[src/hdl/palette_index_expander_core_assert.svh]
// ----------------------------------------------------------------------------
// palette index expander assertion macros
// clocked on clk, disabled while arst_n is low; empty when synthesizing
// ----------------------------------------------------------------------------
`ifndef PALETTE_INDEX_EXPANDER_CORE_ASSERT_SVH
`define PALETTE_INDEX_EXPANDER_CORE_ASSERT_SVH

`ifndef SYNTHESIS

// expression holds at every edge
`define PIE_ASSERT(lbl, expr, msg) \
	lbl: assert property (@(posedge clk) disable iff (!arst_n) (expr)) else $error(msg);

// consequent holds in the same cycle as the antecedent
`define PIE_ASSERT_IMPL(lbl, ante, cons, msg) \
	lbl: assert property (@(posedge clk) disable iff (!arst_n) (ante) |-> (cons)) \
		else $error(msg);

// consequent holds in the cycle after the antecedent
`define PIE_ASSERT_NEXT(lbl, ante, cons, msg) \
	lbl: assert property (@(posedge clk) disable iff (!arst_n) (ante) |=> (cons)) \
		else $error(msg);

`else

`define PIE_ASSERT(lbl, expr, msg)
`define PIE_ASSERT_IMPL(lbl, ante, cons, msg)
`define PIE_ASSERT_NEXT(lbl, ante, cons, msg)

`endif

`endif

[src/hdl/pie_pkg.sv]
`timescale 1ns / 1ps
// ----------------------------------------------------------------------------
// pie_pkg
// shared constants and types of the palette index expander
// ----------------------------------------------------------------------------
package pie_pkg;

	// palette geometry
	localparam int PALETTE_DEPTH = 256;
	localparam int IDX_W         = (PALETTE_DEPTH > 1) ? $clog2(PALETTE_DEPTH) : 1;

	// luminance weights in fixed point
	localparam int COEF_SCALE = 14;
	localparam int COEF_ONE   = 1 << COEF_SCALE;
	localparam int COEF_R     = (299 * COEF_ONE + 500) / 1000;
	localparam int COEF_G     = (587 * COEF_ONE + 500) / 1000;
	localparam int COEF_B     = COEF_ONE - COEF_R - COEF_G;
	localparam int GRAY_HALF  = 1 << (COEF_SCALE - 1);
	localparam int PROD_W     = 8 + COEF_SCALE;
	localparam int SUM_W      = PROD_W + 2;
	localparam int LUM_W      = SUM_W - COEF_SCALE;

	// index modes
	localparam logic [1:0] MODE_1BIT = 2'd0;
	localparam logic [1:0] MODE_4BIT = 2'd1;
	localparam logic [1:0] MODE_8BIT = 2'd2;

	// configuration register selects (paddr[2])
	localparam logic REG_INDEX_MODE = 1'b0;

	// action codes
	localparam logic ACT_LOAD   = 1'b0;
	localparam logic ACT_EXPAND = 1'b1;

	// queue depths
	localparam int IQ_DEPTH = 4;
	localparam int IQ_AW    = $clog2(IQ_DEPTH);
	localparam int IQ_CW    = $clog2(IQ_DEPTH + 1);
	localparam int OQ_DEPTH = 4;
	localparam int OQ_AW    = $clog2(OQ_DEPTH);
	localparam int OQ_CW    = $clog2(OQ_DEPTH + 1);

	// classified work entry between front and back
	typedef struct packed {
		logic              is_pixel;
		logic [7:0]        entry;
		logic [7:0]        blue;
		logic [7:0]        green;
		logic [7:0]        red;
		logic [PROD_W-1:0] prod_b;
		logic [PROD_W-1:0] prod_g;
		logic [PROD_W-1:0] prod_r;
		logic [7:0]        packed_byte;
		logic [3:0]        count;
		logic [1:0]        mode;
	} work_t;

	// one expanded pixel
	typedef struct packed {
		logic [7:0] blue;
		logic [7:0] green;
		logic [7:0] red;
		logic [7:0] gray;
		logic       last;
	} pixel_t;

endpackage

[src/hdl/pie_queue.sv]
`timescale 1ns / 1ps
// ----------------------------------------------------------------------------
// pie_queue
// short show-ahead queue of work entries between front and back
// ----------------------------------------------------------------------------
module pie_queue import pie_pkg::*; (
	input  logic  clk,
	input  logic  arst_n,
	input  logic  wr_en,
	input  work_t wr_data,
	input  logic  rd_en,
	output logic  full,
	output logic  empty,
	output work_t rd_data
);

	work_t            entry_q [IQ_DEPTH];
	logic [IQ_AW-1:0] wr_ptr_q;
	logic [IQ_AW-1:0] rd_ptr_q;
	logic [IQ_CW-1:0] cnt_q;

	assign full    = (cnt_q == IQ_CW'(IQ_DEPTH));
	assign empty   = (cnt_q == '0);
	assign rd_data = entry_q[rd_ptr_q];

	// storage
	always_ff @(posedge clk) begin
		if (wr_en) begin
			entry_q[wr_ptr_q] <= wr_data;
		end
	end

	// pointers and fill count
	always_ff @(posedge clk or negedge arst_n) begin
		if (!arst_n) begin
			wr_ptr_q <= '0;
			rd_ptr_q <= '0;
			cnt_q    <= '0;
		end else begin
			if (wr_en) begin
				wr_ptr_q <= wr_ptr_q + 1'b1;
			end
			if (rd_en) begin
				rd_ptr_q <= rd_ptr_q + 1'b1;
			end
			cnt_q <= cnt_q + IQ_CW'(wr_en) - IQ_CW'(rd_en);
		end
	end

endmodule

[config.mk]
export PLATFORM = sky130hd
export DESIGN_NAME = pie_queue
export DESIGN_NICKNAME = d
export VERILOG_FILES = /design/src/hdl/palette_index_expander_core_assert.svh /design/src/hdl/pie_pkg.sv /design/src/hdl/pie_queue.sv
export SDC_FILE = /design/constraint.sdc
export NUM_CORES = 1
export LEC_CHECK = 0
export BUFFER_PORTS_ARGS = -buffer_cell sky130_fd_sc_hd__buf_2
export CAP_MARGIN = 20
export CELL_PAD_IN_SITES_DETAIL_PLACEMENT = 0
export CELL_PAD_IN_SITES_GLOBAL_PLACEMENT = 1
export CORE_MARGIN = 1.5
export CORE_UTILIZATION = 47
export CTS_BUF_LIST = sky130_fd_sc_hd__clkbuf_4
export DETAILED_ROUTE_END_ITERATION = 10
export PLACE_DENSITY_LB_ADDON = 0.1
export REMOVE_ABC_BUFFERS = 1
export SLEW_MARGIN = 5
export SYNTH_ARGS = -nofsm -noshare
export SYNTH_HDL_FRONTEND = slang
export SYNTH_SLANG_ARGS = --single-unit
[constraint.sdc]
create_clock -name clk -period 3.55 [get_ports clk]
set_input_delay 0.1775 -clock clk [delete_from_list [all_inputs] [get_ports clk]]
set_output_delay 0.1775 -clock clk [all_outputs]
set_load 0.01 [all_outputs]
==> out/qor.yml <==
outcome:
  status: "complete, no violations"
setup_path:
  crit_buf_inv: 2
  cp.required_ns: 3.37
  cp_cell_sequence: "buf_4 > mux4_2 > buf_2"
  critical_path.endpoint_type: "output pin"
  max_stage_delay_ns: 0.95
  cp.depth: 3
  crit_arrival_ns: 2.79
  worst_path_max_delay_cell: "dfrtp_4"
  crit_fanout: 36
  crit_type: "flop to output pin"
  critPathLaunchType: "flop"
  critical-path-top-delay-family: "flip-flops"
  rr_worst_depth: 4
logic_synthesis:
  syn-cell-area_um2: 16700
  syn_inst: 625
  yosys.cell_types.count: 17
  yosysSeqAreaShare: 0.824
  ys_ff_latch: 459
  ys_warn_count: 0
  avgSynthCellArea_um2: 26.7
power:
  powerDensity_nw_per_um2: 771
  power_frac_seq: 0.460
  leakage_uw: 0.00739
  p_clk_frac: 0.245
  power_uw: 16200
  sw_frac_of_total: 0.296
  p_switching_uw: 4780
  peakVddDrop_mv: 0.405
  share_comb_of_total_power: 0.296
  intPower_uw: 11400
detailed_routing:
  route.detailed.drc: 0
  wirelength_mm: 32.7
  vias: 8200
  drt_iter0_markers: 343
  wl_per_cell_um: 20.3
  antenna_violating_nets_post_route: 0
  dr.pass1.iters: 4
  vias_per_cell: 5.08
cells_and_area:
  final_nets: 1202
  drive_gt1_frac: 0.460
  final_common_cell: "edfxtp_1"
  mostFrequentLayoutCells: "452 x edfxtp_1, 231 x buf_2, 159 x clkbuf_4"
  final_cells: 1613
  syn2layout_area_growth_pct: 25.7
  nFillCells: 2619
worst_hold_path:
  hold_class: "input port to flop"
  holdPathStages: 2
placement:
  place_congestion: 0.729
  port_buffers: 231
  dp_cells: 1302
  hpwl_mm: 19.0
timing:
  slew_violations: 0
  hold_viol_final: 0
  setup_tns_ns: 0
  finalCriticalPeriod_ns: 2.97
  fmax_mhz: 337
  grt_setup_unrepaired: "false"
  worst_pin_slew_ns: 0.797
  setup_violations: 0
  finClkSkew_ns: 0.0279
  min_period_over_period: 0.837
  relSlewSlack: 0.469
  hold_ws_ns: 0.186
floorplanning:
  die_h_um: 191
  core_um2: 34700
  fp.dieArea_um2: 36600
  rows: 68
  die_w_um: 191
  initial_core_util: 0.480
  io_pins: 232
cts:
  cts.path.max_buffers: 3
  path_clk_slew_ns: 0.06
  cts-resized-gates: 0
  clock_sinks: 459
  cts_tree: "yes"
  clock-root-buffer: "clkbuf_4"
  htree_levels: 3
  cts_inserted_buffers: 112
  clk_latency_ns: 0.75
grt:
  grt-ovfl-total: 0
  grt_pass1_wl_mm: 50.3
  grt_util_all_layers: 0.185
  grt_pass1_vias: 9195
  antenna_found_initial: 1
  grt_max_degree: 72
job:
  drv_cap: 0
[worst reg2reg max path: cells and delay by family (launching register included)]
kind / cells / cell delay (ns)
buffers and inverters: 2 / 0.59
AND/OR/NAND/NOR: 1 / 0.59
adder cells (fa/ha/maj): 1 / 0.16
flip-flops: 1 / 0.40
[cells by family (layout without fill, tap and decap cells)]
family	Yosys count	in the layout	synth area share
other	0	2	0
xor gates and xnor gates	5	5	0.00263
AOI/OAI and AO/OA	1	1	0.000300
and+or+nand+nor	8	8	0.00263
adders and majority gates	7	7	0.00570
buffers and inverters	32	563	0.0116
DFF	459	459	0.824
muxes	113	113	0.153
[stage by stage]
stage | util | worst slack (ns) | area [um^2]
2_1_floorplan | - | -1.73 | 16500
3_3_place_gp | 0.532 | 1.26 | 18500
3_5_place_dp | 0.532 | 1.24 | 18500
4_1_cts | 0.604 | 0.374 | 21000
5_1_grt | 0.604 | 0.341 | 21000
6_report | 0.604 | 0.579 | 21000
[flip-flops by register name (all words and copies together) (netlist names)]
name      flops
wr_ptr_q      2
entry_q     452
rd_ptr_q      2
cnt_q         3
[cell type report]
cell class                 count  area [um^2]  share of cell area
tap                          455          569              0.0272
clock inverter                33          128             0.00609
clock buffer                 159         1190              0.0570
inverter                       6         22.5             0.00107
timing repair buffer         365         2540               0.121
multi-input combinational    134         2740               0.131
sequential                   459        13800               0.656
antenna                        2         5.00            0.000239
[final timing paths]
check	slack, ns	from	to
setup / recovery	0.58	rd_ptr_q[0]	rd_data[90]
hold / removal	0.19	wr_data[46]	entry_q[3][46]
setup reg to reg	1.49	wr_ptr_q[1]	entry_q[0][74]
hold reg to reg	0.54	wr_ptr_q[0]	wr_ptr_q[0]
max in group asynchronous	2.84	arst_n	rd_ptr_q[0]
min in group asynchronous	0.40	arst_n	cnt_q[2]
[power by group through the flow]
stage	Combinational (uW)	Sequential, uW	Clock [uW]
2_1_floorplan	2630	7850	0
3_3_place_gp	4740	7490	0
3_5_place_dp	4780	7560	0
4_1_cts	4900	7450	4110
5_1_grt	5150	7520	4360
6_report	4780	7420	3950
[routing by layer]
metal  vias to the layer above  wire length [um]  GRT usage
met5                         -                 0          0
met3                        35              1940     0.0520
met4                         0               463     0.0706
met2                       240             17000      0.312
met1                      4238             13300      0.228
li1                       3687                 -          -
[synthesized netlist by cell type]
library cell / number / area [um^2]
clkbuf_1: 4 / 15.0
and2_1: 4 / 25.0
xor2_1: 2 / 17.5
xnor2_1: 3 / 26.3
nand2_1: 2 / 7.51
buf_2: 14 / 70.1
o21ai_0: 1 / 5.00
buf_6: 7 / 78.8
buf_4: 1 / 7.51
ha_1: 6 / 75.1
edfxtp_1: 452 / 13600
nor3_1: 1 / 5.00
fa_1: 1 / 20.0
and3_1: 1 / 6.26
mux4_2: 113 / 2540
inv_1: 6 / 22.5
dfrtp_1: 7 / 175
[repair_timing]
| item | 4_1_cts | 5_1_grt |
|---|---|---|
| hold buffers | 117 | 0 |
| buffers inserted | 0 | 0 |
| hold endpoints to repair | 465 | 0 |
(Power assumes the default switching activity.)
