[config.mk]
export PLATFORM = sky130hd
export DESIGN_NAME = pie_front
export DESIGN_NICKNAME = d
export VERILOG_FILES = /design/src/hdl/palette_index_expander_core_assert.svh /design/src/hdl/pie_pkg.sv /design/src/hdl/pie_front.sv
export SDC_FILE = /design/constraint.sdc
export NUM_CORES = 1
export LEC_CHECK = 0
export BUFFER_PORTS_ARGS = -buffer_cell sky130_fd_sc_hd__buf_2
export CORE_ASPECT_RATIO = 0.5
export CORE_MARGIN = 2
export CORE_UTILIZATION = 34
export DETAILED_ROUTE_END_ITERATION = 7
export MAX_ROUTING_LAYER = met4
export SLEW_MARGIN = 10
export SYNTH_ARGS = -nofsm -noshare
export SYNTH_HDL_FRONTEND = slang
export SYNTH_SLANG_ARGS = --single-unit
export TNS_END_PERCENT = 100
[constraint.sdc]
create_clock -name vclk -period 6.7
set_input_delay 1.34 -clock vclk [all_inputs]
set_output_delay 1.34 -clock vclk [all_outputs]
set_load 0.02 [all_outputs]
[src/hdl/palette_index_expander_core_assert.svh]
// ----------------------------------------------------------------------------
// palette index expander assertion macros
// clocked on clk, disabled while arst_n is low; empty when synthesizing
// ----------------------------------------------------------------------------
`ifndef PALETTE_INDEX_EXPANDER_CORE_ASSERT_SVH
`define PALETTE_INDEX_EXPANDER_CORE_ASSERT_SVH

`ifndef SYNTHESIS

// expression holds at every edge
`define PIE_ASSERT(lbl, expr, msg) \
	lbl: assert property (@(posedge clk) disable iff (!arst_n) (expr)) else $error(msg);

// consequent holds in the same cycle as the antecedent
`define PIE_ASSERT_IMPL(lbl, ante, cons, msg) \
	lbl: assert property (@(posedge clk) disable iff (!arst_n) (ante) |-> (cons)) \
		else $error(msg);

// consequent holds in the cycle after the antecedent
`define PIE_ASSERT_NEXT(lbl, ante, cons, msg) \
	lbl: assert property (@(posedge clk) disable iff (!arst_n) (ante) |=> (cons)) \
		else $error(msg);

`else

`define PIE_ASSERT(lbl, expr, msg)
`define PIE_ASSERT_IMPL(lbl, ante, cons, msg)
`define PIE_ASSERT_NEXT(lbl, ante, cons, msg)

`endif

`endif

[src/hdl/pie_pkg.sv]
`timescale 1ns / 1ps
// ----------------------------------------------------------------------------
// pie_pkg
// shared constants and types of the palette index expander
// ----------------------------------------------------------------------------
package pie_pkg;

	// palette geometry
	localparam int PALETTE_DEPTH = 256;
	localparam int IDX_W         = (PALETTE_DEPTH > 1) ? $clog2(PALETTE_DEPTH) : 1;

	// luminance weights in fixed point
	localparam int COEF_SCALE = 14;
	localparam int COEF_ONE   = 1 << COEF_SCALE;
	localparam int COEF_R     = (299 * COEF_ONE + 500) / 1000;
	localparam int COEF_G     = (587 * COEF_ONE + 500) / 1000;
	localparam int COEF_B     = COEF_ONE - COEF_R - COEF_G;
	localparam int GRAY_HALF  = 1 << (COEF_SCALE - 1);
	localparam int PROD_W     = 8 + COEF_SCALE;
	localparam int SUM_W      = PROD_W + 2;
	localparam int LUM_W      = SUM_W - COEF_SCALE;

	// index modes
	localparam logic [1:0] MODE_1BIT = 2'd0;
	localparam logic [1:0] MODE_4BIT = 2'd1;
	localparam logic [1:0] MODE_8BIT = 2'd2;

	// configuration register selects (paddr[2])
	localparam logic REG_INDEX_MODE = 1'b0;

	// action codes
	localparam logic ACT_LOAD   = 1'b0;
	localparam logic ACT_EXPAND = 1'b1;

	// queue depths
	localparam int IQ_DEPTH = 4;
	localparam int IQ_AW    = $clog2(IQ_DEPTH);
	localparam int IQ_CW    = $clog2(IQ_DEPTH + 1);
	localparam int OQ_DEPTH = 4;
	localparam int OQ_AW    = $clog2(OQ_DEPTH);
	localparam int OQ_CW    = $clog2(OQ_DEPTH + 1);

	// classified work entry between front and back
	typedef struct packed {
		logic              is_pixel;
		logic [7:0]        entry;
		logic [7:0]        blue;
		logic [7:0]        green;
		logic [7:0]        red;
		logic [PROD_W-1:0] prod_b;
		logic [PROD_W-1:0] prod_g;
		logic [PROD_W-1:0] prod_r;
		logic [7:0]        packed_byte;
		logic [3:0]        count;
		logic [1:0]        mode;
	} work_t;

	// one expanded pixel
	typedef struct packed {
		logic [7:0] blue;
		logic [7:0] green;
		logic [7:0] red;
		logic [7:0] gray;
		logic       last;
	} pixel_t;

endpackage

[src/hdl/pie_front.sv]
`timescale 1ns / 1ps
// ----------------------------------------------------------------------------
// pie_front
// accepts items, clamps the pixel count, forms the luminance products
// ----------------------------------------------------------------------------
module pie_front import pie_pkg::*; (
	input  logic       push,
	output logic       full,
	input  logic       action,
	input  logic [7:0] entry_index,
	input  logic [7:0] blue,
	input  logic [7:0] green,
	input  logic [7:0] red,
	input  logic [7:0] packed_byte,
	input  logic [3:0] pixel_count,
	input  logic [1:0] index_mode,
	input  logic       q_full,
	output logic       q_wr,
	output work_t      q_data
);

	logic [1:0] mode_n;
	logic [3:0] max_cnt;

	// mode decode, unused code behaves as eight bits
	always_comb begin
		case (index_mode)
			MODE_1BIT: begin
				mode_n  = MODE_1BIT;
				max_cnt = 4'd8;
			end
			MODE_4BIT: begin
				mode_n  = MODE_4BIT;
				max_cnt = 4'd2;
			end
			default: begin
				mode_n  = MODE_8BIT;
				max_cnt = 4'd1;
			end
		endcase
	end

	// handshake
	assign full = q_full;
	assign q_wr = push && !q_full;

	// classified entry
	always_comb begin
		q_data.is_pixel    = (action == ACT_EXPAND);
		q_data.entry       = entry_index;
		q_data.blue        = blue;
		q_data.green       = green;
		q_data.red         = red;
		q_data.prod_b      = PROD_W'(blue) * PROD_W'(COEF_B);
		q_data.prod_g      = PROD_W'(green) * PROD_W'(COEF_G);
		q_data.prod_r      = PROD_W'(red) * PROD_W'(COEF_R);
		q_data.packed_byte = packed_byte;
		q_data.count       = (pixel_count > max_cnt) ? max_cnt : pixel_count;
		q_data.mode        = mode_n;
	end

endmodule

==> impl_metrics.ini, run 1 <==
[run_status]
status = finished, final reports clean

[sta]
rsz0062_at_grt = no
setup_viol = 0
slew_viol_final = 0
fin_tns_setup_ps = 0
fin_crit_sh_pct = 97.3
worst_hold_slack_ps = 2680
hold_viol = 0
layout_setup_ws_ps = 178
fin_crit_ps = 6520
fmax_mhz = 153

[global_route]
grt_pass1_vias = 3554
grt_pass1_wl_microns = 16200
use_met3_pct = 0.595
antenna_found_initial = 0
gr-total-overflow = 0
grtUsageMet2_pct = 22.3
busiest_layer = met2
track_usage_pct = 12.8
grt_max_degree = 10
use_met1_pct = 17.5

[drt]
vias = 3873
ant_nets = 0
routed_wirelength_microns = 9930
drt-initial-drc-count = 80
viasPerCell = 4.69
first_pass_iters = 4
wl_per_cell_microns = 12.0
drc = 0

[place]
place_ws_ps = 82.6
place.gp.congestion = 0.833
io_buffers = 124
placedCellCount = 826
place_area_sq_um = 5410
dp_hpwl_microns = 8870

[synth]
synthesis.area_sq_um = 4930
synth.area.top_cells = ha_1, fa_1, buf_4
syn_avg_cell_area_sq_um = 8.90
yosysSeqAreaShare_pct = 0
synth_top_area_share_pct = 37.6
syn_inst = 554
synth_top_cell_by_area = ha_1
synthDistinctLibCells = 61
yosysWarnings = 0

[finish]
nNetsFinal = 871
stdcell_count = 826
drive_gt1_share_pct = 22.6
seq_area_sq_um = 0
antenna_cells = 0
final_cell_mix = ha_1, buf_2, inv_1
fin_area_sq_um = 5430
multi_input_area_sq_um = 4170
clkbuf_count = 0
seq_cells = 0
area_growth_pct = 10.2
final_common_cell = ha_1
fillers = 1472
utilization_pct = 37.9

[job]
maxCapViolations = 0

[clock_network]
cts_hold_buf = 0
post-cts-setup-buffers = 0

[floorplan]
ioPinCount = 164
coreArea_sq_um = 14300
dieArea_sq_um = 15500
initial_core_util_pct = 34.4
die_w_microns = 174
rows = 31
die_h_microns = 89.1

[pwr]
power.density_nw_per_um2 = 266
power_mw = 1.45
p_leak_nw = 3.14
peakVddDrop_v = 0.000141

[critical_path]
critPathKind = input pin to output pin
crit_fanout = 6
arrival_ps = 5180
cp-start-kind = input pin
crit_path_end_kind = output pin
required_ps = 5360

[hold_path]
hold_class = input pin to output pin
synth_stat cells (3+ instances only):
library cell  count
xnor2_1          19
nor2_1           14
and4_1            4
o21bai_1          4
and3_1            5
nand3b_1          3
nand2b_1          4
inv_1            99
nor2b_1           5
or3_1             3
buf_4            54
a21boi_0          4
nand2_1          15
o21ai_0           9
a31oi_1           5
a211oi_1          6
o21a_1            4
nand3_1           6
a21oi_1          22
o21ai_1           3
ha_1            148
xor2_1           11
fa_1             44
nor3_1            6
a21o_1           10
or2_2             6
final cells by class:
cell class	instances	area share [%]
inverters	99	6.84
multi-input cells	403	76.8
well taps	198	4.56
repair buffers	126	11.8
worst paths after layout:
| path | from | endpoint | slack [ps] | cells after the start |
|---|---|---|---|---|
| worst max-delay path | blue[2] | q_data[75] | 180 | 16 |
| worst min-delay path | entry_index[0] | q_data[104] | 2680 | 0 |
power breakdown:
group / internal (mW) / switching, mW
registers: 0 / 0
logic: 0.573 / 0.872
clock network: 0 / 0
routing by layer:
layer	share of wire (%)	up-vias	wire length, microns
li1	-	1999	-
met1	51	1813	5090
met2	45	59	4510
met3	3.2	2	319
met4	0.050	0	5
met5	0	-	0
critical path: stages:
cell and delay (ps):
clkbuf_4 160, inv_1 70, fa_1 540, inv_1 50, ha_1 290, fa_1 540
inv_1 60, fa_1 530, inv_1 60, ha_4 250, and4_1 160, a21boi_1 160
o21ai_1 190, or4b_1 450, o311ai_1 120, buf_2 230
cell families (layout without fill, tap and decap cells):
group | count (synthesis) | in the layout | share of synthesized area (%)
simple gates | 78 | 78 | 8.68
mux | 2 | 2 | 0.432
xor+xnor | 30 | 30 | 5.33
compound gates | 95 | 95 | 14.0
buf+inv | 156 | 225 | 16.0
fa+ha+maj | 192 | 192 | 55.4
other cells | 1 | 6 | 0.0761
timing repair:
item                       in CTS  in global routing
setup endpoints to repair       0                  1
hold endpoints to repair        0                  0
resized for setup               0                  3
(Power assumes the default switching activity.)
==> inputs of run 2 (changes only) <==
CORE_ASPECT_RATIO = default   (was 0.5)
==> run 2 against run 1 <==
Compared with the run above: power increased by 2.0%; cell area decreased by 0.62%; routed wire length increased by 6.8%; via count increased by 1.7%; critical path type unchanged; largest power group unchanged; highest routed layer unchanged.
==> impl_metrics.ini, run 2 (synthesis gave the netlist of run 1 again) <==
[finish]
final_common_cell = ha_1
seq_area_sq_um = 0
antenna_cells = 0
clkbuf_count = 0
area_growth_pct = 9.47
final_cell_mix = ha_1, buf_2, inv_1
seq_cells = 0
stdcell_count = 806
nNetsFinal = 869
drive_gt1_share_pct = 22.7
fin_area_sq_um = 5400

[drt]
viasPerCell = 4.89
drc = 0
wl_per_cell_microns = 13.1
vias = 3939
ant_nets = 0
routed_wirelength_microns = 10600
drt-initial-drc-count = 89
first_pass_iters = 4

[place]
place_area_sq_um = 5370
dp_hpwl_microns = 9680
place.gp.congestion = 0.851
io_buffers = 124
placedCellCount = 806

[floorplan]
rows = 43
initial_core_util_pct = 35.1
coreArea_sq_um = 14000
ioPinCount = 164
die_h_microns = 124
dieArea_sq_um = 15500
die_w_microns = 124

[pwr]
power.density_nw_per_um2 = 273
peakVddDrop_v = 0.000157
p_leak_nw = 3.13

[sta]
fmax_mhz = 154
fin_crit_sh_pct = 96.7
fin_crit_ps = 6480
setup_viol = 0
slew_viol_final = 0
worst_hold_slack_ps = 2680
hold_viol = 0

[global_route]
gr-total-overflow = 0
track_usage_pct = 14.0
antenna_found_initial = 0
grt_max_degree = 10
grt_pass1_wl_microns = 18800
grt_pass1_vias = 4121

[critical_path]
crit_path_end_kind = output pin
cp-start-kind = input pin
critPathKind = input pin to output pin
arrival_ps = 5140
crit_fanout = 6
required_ps = 5360
crit_end = q_data[75]
crit_start = blue[2]

[job]
maxCapViolations = 0

[run_status]
status = finished, final reports clean

[clock_network]
cts_hold_buf = 0

[hold_path]
hold_class = input pin to output pin
==> run 2: cell count changes in the layout (fill, tap and decap cells not counted) <==
cell / delta
a211oi_1: -1
a211oi_2: +1
buf_2: +2
buf_4: -2
clkbuf_4: -2
o21ai_1: -1
o21ai_2: +1
==> run 2: where the power goes <==
group	leakage [nW]	total [mW]	switching [mW]	internal [mW]
Clock	0	0	0	0
Combinational	3.13	1.47	0.906	0.569
Sequential	0	0	0	0
Total	3.13	1.47	0.906	0.569
==> run 2: metrics by stage <==
step	TNS (ps)	setup slack, ps	total power, mW	util [%]
2_1_floorplan	0	546	1.09	-
3_3_place_gp	0	147	1.43	38.3
3_5_place_dp	0	108	1.46	38.3
4_1_cts	0	86.5	1.47	38.3
5_1_grt	-26.8	-26.8	1.64	38.4
6_report	0	224	1.47	38.4
==> run 2: what timing repair did <==
action,CTS,global route
endpoints found under the hold margin,0,0
setup buffers,0,0
gates resized for setup,0,3
endpoints found under the setup margin,0,3
==> run 2: how the worst min path moves through the flow <==
stage	startpoint	end	cells after the start	slack [ps]
2_1_floorplan	q_full	q_wr	1	2760
3_3_place_gp	entry_index[0]	q_data[104]	0	2680
3_5_place_dp	entry_index[0]	q_data[104]	0	2680
4_1_cts	entry_index[0]	q_data[104]	0	2680
5_1_grt	entry_index[4]	q_data[108]	0	2680
6_report	entry_index[5]	q_data[109]	0	2680
==> run 2: cell type report <==
| cell class | instances | area, sq um |
|---|---|---|
| tap | 180 | 225 |
| timing repair buffer | 124 | 621 |
| multi-input combinational | 403 | 4180 |
| fill | 1417 | 8650 |
| inverter | 99 | 372 |
==> run 2: layer usage <==
metal  GRT usage, %  up-vias  part of all wire (%)  routed length [microns]
li1               -     1992                     -                        -
met1           18.4     1843                    46                     4920
met5              -        -                     0                        0
met3          0.816        6                   3.6                      386
met4          0.727        0                  0.48                       51
met2           25.0       98                    49                     5240
==> run 2: worst max-delay path, stage by stage <==
cell	delay (ps)
buf_2	140
inv_1	70
fa_1	520
inv_1	40
ha_1	290
fa_1	540
inv_1	60
fa_1	530
inv_1	60
ha_4	250
and4_1	170
a21boi_1	160
o21ai_2	170
or4b_1	460
o311ai_1	100
buf_2	210
